**config.mk**
```make
export PLATFORM = sky130hd
export DESIGN_NAME = lcuc_queue
export DESIGN_NICKNAME = d
export VERILOG_FILES = /design/src/rtl/lcuc_pkg.sv /design/src/rtl/lcuc_queue.sv
export SDC_FILE = /design/constraint.sdc
export NUM_CORES = 2
export LEC_CHECK = 0
export ABC_AREA = 1
export BUFFER_PORTS_ARGS = -buffer_cell sky130_fd_sc_hd__buf_2
export CAP_MARGIN = 30
export CORE_UTILIZATION = 58
export DETAILED_ROUTE_END_ITERATION = 7
export PLACE_DENSITY = 0.77
export SETUP_SLACK_MARGIN = 0.2
export SLEW_MARGIN = 20
export SYNTH_ARGS = -nofsm -noshare
export SYNTH_HDL_FRONTEND = slang
export SYNTH_SLANG_ARGS = --single-unit
```
**constraint.sdc**
```tcl
create_clock -name clk -period 13.69 [get_ports clk]
set_input_delay 1.369 -clock clk [delete_from_list [all_inputs] [get_ports clk]]
set_output_delay 1.369 -clock clk [all_outputs]
set_load 0.01 [all_outputs]
```
**src/rtl/lcuc_pkg.sv**
```systemverilog
`default_nettype none
package lcuc_pkg;

  localparam int LCUC_QUEUE_DEPTH = 4;

  // Projection divider: 32 quotient bits, one a stage, after a setup stage
  localparam int PROJ_QBITS   = 32;
  localparam int PROJ_DIV_LAT = PROJ_QBITS + 1;

  // Clip fraction divider: 17 quotient bits (0..65536 plus an overflow marker)
  localparam int CLIP_QBITS   = 17;
  localparam int CLIP_DIV_LAT = CLIP_QBITS + 1;

  localparam int NUM_PLANES = 6;
  localparam int NUM_STEPS  = 2 * NUM_PLANES;

  localparam logic [31:0] ONE_Q16 = 32'h0001_0000;

  // Planes in clip order: left, right, top, bottom, back, front
  localparam logic [NUM_PLANES-1:0][1:0] PLANE_AXIS =
    {2'd2, 2'd2, 2'd1, 2'd1, 2'd0, 2'd0};
  localparam logic [NUM_PLANES-1:0] PLANE_NEG = 6'b011001;

  typedef struct packed {
    logic signed [31:0] first_x;
    logic signed [31:0] first_y;
    logic signed [31:0] first_z;
    logic signed [31:0] first_w;
    logic signed [31:0] second_x;
    logic signed [31:0] second_y;
    logic signed [31:0] second_z;
    logic signed [31:0] second_w;
    logic [31:0]        first_rgba;
    logic [31:0]        second_rgba;
  } in_t;

  typedef struct packed {
    logic               accepted;
    logic signed [31:0] out_first_x;
    logic signed [31:0] out_first_y;
    logic signed [31:0] out_first_z;
    logic signed [31:0] out_first_w;
    logic signed [31:0] out_second_x;
    logic signed [31:0] out_second_y;
    logic signed [31:0] out_second_z;
    logic signed [31:0] out_second_w;
    logic [31:0]        out_first_rgba;
    logic [31:0]        out_second_rgba;
  } out_t;

  // Original vertices and colours, carried alongside the arithmetic
  typedef struct packed {
    logic             zero_w;
    logic [3:0][31:0] v1;
    logic [3:0][31:0] v2;
    logic [31:0]      c1;
    logic [31:0]      c2;
  } vtx_t;

  typedef struct packed {
    vtx_t             side;
    logic [2:0][31:0] p1;
    logic [2:0][31:0] p2;
  } item_t;

  typedef struct packed {
    logic                           rej;
    logic [16:0]                    u1;
    logic [16:0]                    u2;
    logic                           m1;
    logic                           m2;
    logic [NUM_STEPS-1:0][17:0]     q;
    item_t                          item;
  } step_t;

  // Distance outside a plane: s*p - 1.0, positive means outside
  function automatic logic signed [33:0] plane_excess(input logic [31:0] p,
                                                      input logic neg);
    logic signed [33:0] ps;
    ps = 34'(signed'(p));
    return (neg ? -ps : ps) - 34'sd65536;
  endfunction

endpackage
`default_nettype wire

```
**src/rtl/lcuc_queue.sv**
```systemverilog
`default_nettype none
module lcuc_queue import lcuc_pkg::*; #(
  parameter int DEPTH = LCUC_QUEUE_DEPTH
) (
  input  wire logic  clk,
  input  wire logic  rst_n,
  input  wire logic  push,
  input  wire item_t push_item,
  output logic       full,
  input  wire logic  en,
  output logic       q_vld,
  output item_t      q_item
);

  localparam int AW = (DEPTH > 1) ? $clog2(DEPTH) : 1;
  localparam int CW = $clog2(DEPTH + 1);

  item_t          mem [0:DEPTH-1];
  logic [AW-1:0]  wr_r, rd_r;
  logic [CW-1:0]  cnt_r;
  logic           pop;
  logic           q_vld_r;
  item_t          q_item_r;

  assign pop   = en && (cnt_r != '0);
  assign full  = cnt_r == CW'(DEPTH);
  assign q_vld  = q_vld_r;
  assign q_item = q_item_r;

  always_ff @(posedge clk) begin
    if (push) mem[wr_r] <= push_item;
    if (en) q_item_r <= mem[rd_r];
  end

  always_ff @(posedge clk) begin
    if (!rst_n) begin
      wr_r    <= '0;
      rd_r    <= '0;
      cnt_r   <= '0;
      q_vld_r <= 1'b0;
    end else begin
      if (push) wr_r <= (wr_r == AW'(DEPTH - 1)) ? '0 : wr_r + 1'b1;
      if (pop) rd_r <= (rd_r == AW'(DEPTH - 1)) ? '0 : rd_r + 1'b1;
      case ({push, pop})
        2'b10:   cnt_r <= cnt_r + 1'b1;
        2'b01:   cnt_r <= cnt_r - 1'b1;
        default: cnt_r <= cnt_r;
      endcase
      if (en) q_vld_r <= pop;
    end
  end

endmodule
`default_nettype wire

```
## Yosys cells after proc, flatten, opt, wreduce, memory -nomap -nowiden

Memory sizes are Yosys's and may differ from the RTL's. A register that Yosys moved wholly into a read port is not among the register bits.
Cells that the tools add are included.

| operators by class | value |
|---|---|
| reduce and logical (&&, ||, !) cells | 3 |
| multiplexer cells | 5 |
| add/sub/neg operators | 4 |
| equality and inequality tests | 5 |

Operator list:

| kind | number |
|---|---|
| equality test 2 bit, second input constant | 3 |
| case mux 3 bit (2 select lines) | 1 |
| adder 2 x 1 -> 2 bit, second input constant | 2 |
| two-way mux 2 bit | 2 |
| adder 3 x 1 -> 3 bit, second input constant | 1 |
| equality test 3 bit, second input constant | 1 |
| nonzero test 3 bit | 1 |
| subtractor 3 x 1 -> 3 bit, second input constant | 1 |
| equality test 2 x 1 -> 1 bit, second input constant | 1 |
| two-way mux 1 bit | 2 |
| nonzero test 2 bit | 1 |
| logical AND 1 bit | 1 |

| storage, ports and cells | value |
|---|---|
| memory bits (writable) | 2052 |
| output and inout bits | 515 |
| register bits after elaboration | 8 |
| memories kept | 1 |

Memories:

| name | words | bits a word | read ports | clocked after Yosys merged registers in | wr ports | line | source |
|---|---|---|---|---|---|---|---|
| mem | 4 | 513 | 1 | 1 | 1 | lcuc_queue.sv:18 | `item_t mem [0:DEPTH-1];` |

## Depth between registers and ports, before layout

| logic depth | value |
|---|---|
| word-level depth | 4 |
| depth in mapped cells | 13 |
| depth with buffers taken out | 13 |

## Worst setup path before layout

No wires, ideal clock.

| timing path | value |
|---|---|
| path type | input -> register |
| from | input push |
| to | memory mem[3][0] in the netlist's numbering, enable pin |
| setup slack | 1.605 ns |
| data arrival time | 11.225 ns |
| setup time | 0.859 ns |
| stages | 2 |
| required time | 12.831 ns |
| cells stage by stage | nand2_1 > inv_1 |

| between the ends | value |
|---|---|
| longest elaborated chain between the ends | 2 |

RTL lines:

| element | line | source |
|---|---|---|
| start, declared | lcuc_queue.sv:7 | `input wire logic push,` |
| two-way mux 1 bit | lcuc_queue.sv:31 | `if (push) mem[wr_r] <= push_item;` |
| two-way mux 1 bit (not written as such) | lcuc_queue.sv:31 |  |
| end, declared | lcuc_queue.sv:18 |  |

Every way passes these cells.

==> results.yml <==
status:
  status: "completed"
drt:
  dr.pass1.iters: 6
  drc: 0
  wl_um: 225300
  vias: 53560
  wl_per_cell_um: 25.26
  first_iter_violations: 6124
  ant_nets: 0
  via_per_inst: 6.005
min_path:
  min_to: "q_vld"
  hold_class: "flip-flop to flip-flop"
  min_path_cells: 2
  min-delay-start: "q_vld"
die:
  die_h_um: 398.7
  ios: 1032
  start_util_pct: 58.43
  rows: 145
  die_x_um: 398.7
  dieArea_sq_um: 159000
  core-area_sq_um: 156200
finish:
  synthToLayoutAreaGrowth_pct: 16.40
  layout_common_cells: "edfxtp_1, nor2_1, buf_2"
  nets: 7053
  final_common_cell: "edfxtp_1"
  drive_gt1_share_pct: 21.45
  fin_cells: 8918
  n_fill_cell: 9658
sta:
  finClkSkew_ns: 0.06919
  slew_headroom_pct: 9.806
  setup_violations: 0
  setup_tns_ns: 0
  fmax_mhz: 208.4
  worst_pin_slew_ns: 1.353
  period_minus_slack_ns: 4.799
  rsz0062_at_grt: "no"
  slew_viol_final: 0
  hold_viol: 0
  period_share_pct: 35.06
clocking:
  cts_setup_buffers: 0
  cts_root_buffer: "clkbuf_16"
  numCtsBuffers: 233
  cts_resized: 0
  cts_buffer_depth: 3
  cts_num_sinks: 2573
  clk_pin_slew_worst_paths_ns: 0.07
  clock_latency_ns: 0.85
  cts_hold_buf: 0
  cts_tree: "done"
  h-tree-depth: 4
worst_setup_path:
  worst_ep_required_time_ns: 14.35
  reg2reg_slack_ns: 8.89
  end_kind: "flip-flop"
  worst_ep_arrival_time_ns: 5.46
  start_kind: "flip-flop"
  path_max_fanout: 85
  critical_path_class: "flip-flop to flip-flop"
  r2r-end: "q_item[371]"
  worst_r2r_path_depth: 7
  r2r_start: "rd_r[0]"
synthesis:
  syn_area_sq_um: 91270
  ys_types: 23
  synth.avg_cell_area_sq_um: 16.48
  ys_seq_elements: 2573
  yosys_warnings: 0
  synth_cells: 5539
  seq_area_frac_synth_pct: 84.57
  syn-num-nets: 6063
global_route:
  track_usage_pct: 27.10
  grt_pass1_wl_um: 318500
  grt_pass1_vias: 51300
  antenna_found_initial: 148
  grt_max_degree: 252
  grt-ovfl-total: 0
place:
  hpwl_um: 130000
  dp.cells: 8349
  place_congestion: 0.8357
  numPortBuffers: 1031
power:
  power_density_nw_per_um2: 181.2
  p_leak_nw: 36.48
  peakVddDrop_uv: 137.0
flow_run:
  timing.max_cap.violations: 0
cell families after synthesis:
group | after synthesis | share of synthesized area [%]
buffers and inverters | 359 | 1.801
AOI/OAI and AO/OA | 1548 | 9.192
and+or+nand+nor | 1052 | 4.337
adders and majority gates | 7 | 0.1042
DFF | 2573 | 84.57
cell usage after synthesis (all sizes together):
| master | count | area (sq um) |
|---|---|---|
| nand3b | 1 | 7.510 |
| fa | 1 | 20.02 |
| nand2 | 14 | 52.55 |
| nand4 | 1 | 6.260 |
| nand3 | 1 | 5.000 |
| o22ai | 513 | 3209 |
| inv | 19 | 78.82 |
| nor2 | 1033 | 3877 |
| o21ai | 1029 | 5150 |
| clkbuf | 211 | 805.8 |
| dfxtp | 8 | 160.2 |
| nor3 | 2 | 10.01 |
| a21oi | 6 | 30.03 |
| buf | 129 | 759.5 |
| ha | 6 | 75.07 |
| edfxtp | 2565 | 77020 |
how the worst max path moves through the flow:
stage	from	end	slack (ns)	depth (start not counted)
6_report	rd_r[0]	q_item[371]	8.89	7
3_5_place_dp	push	mem[2][31]	8.83	6
3_3_place_gp	push	mem[2][70]	8.83	6
4_1_cts	rd_r[0]	q_item[371]	8.76	6
2_1_floorplan	push	mem[3][0]	1.61	2
5_1_grt	rd_r[0]	q_item[271]	8.64	7
area by class of cell:
| cell class | count | area, sq um | share of cell area [%] |
|---|---|---|---|
| antenna | 123 | 307.8 | 0.2897 |
| clock buffer | 272 | 6041 | 5.686 |
| clock inverter | 171 | 1655 | 1.558 |
| inverter | 19 | 135.1 | 0.1272 |
| multi-input combinational | 2607 | 12440 | 11.71 |
| sequential | 2573 | 77190 | 72.66 |
| tap | 2058 | 2575 | 2.424 |
| timing repair buffer | 1095 | 5888 | 5.542 |
power by group:
part	total (mW)	leakage [nW]	internal (mW)	switching, mW
clock network	6.49	3.75	3.64	2.85
registers	9.77	23.9	9.53	0.240
logic	2.99	8.80	0.876	2.11
metal layers:
metal	share of wire [%]	vias to the layer above	GRT usage (%)
met1	35	26570	33.12
met2	48	2828	42.63
li1	-	23380	-
met3	10	699	8.784
met5	0.23	-	0
met4	6.1	80	15.55
registers in the layout, summed over array words and instances, names as in the netlist:
name and cells:
q_vld 1, q_item 513, wr_r 2, rd_r 2
cnt_r 3, mem 2052
per-stage QoR:
step           power [mW]  worst slack (ns)  cell area, sq um  hold slack, ns  utilization (%)
3_5_place_dp        12.84             8.828             98150          0.4972            62.83
4_1_cts             19.24             8.765            105800          0.5079            67.76
2_1_floorplan       11.68             1.605             91270          0.4836                -
5_1_grt             19.88             8.640            106100          0.5673            67.92
3_3_place_gp        12.70             8.831             98100          0.4710            62.80
6_report            19.25             8.891            106200          0.5134            68.01
worst max-delay path, cell delays in order, from the launching register on:
cell     delay (ns)
dfxtp_4        0.55
buf_16         0.28
buf_4          0.71
buf_4          0.69
buf_4          0.75
buf_4          0.73
o21ai_0        0.30
o22ai_1        0.26
No activity file was read; power rests on OpenSTA's default activity.
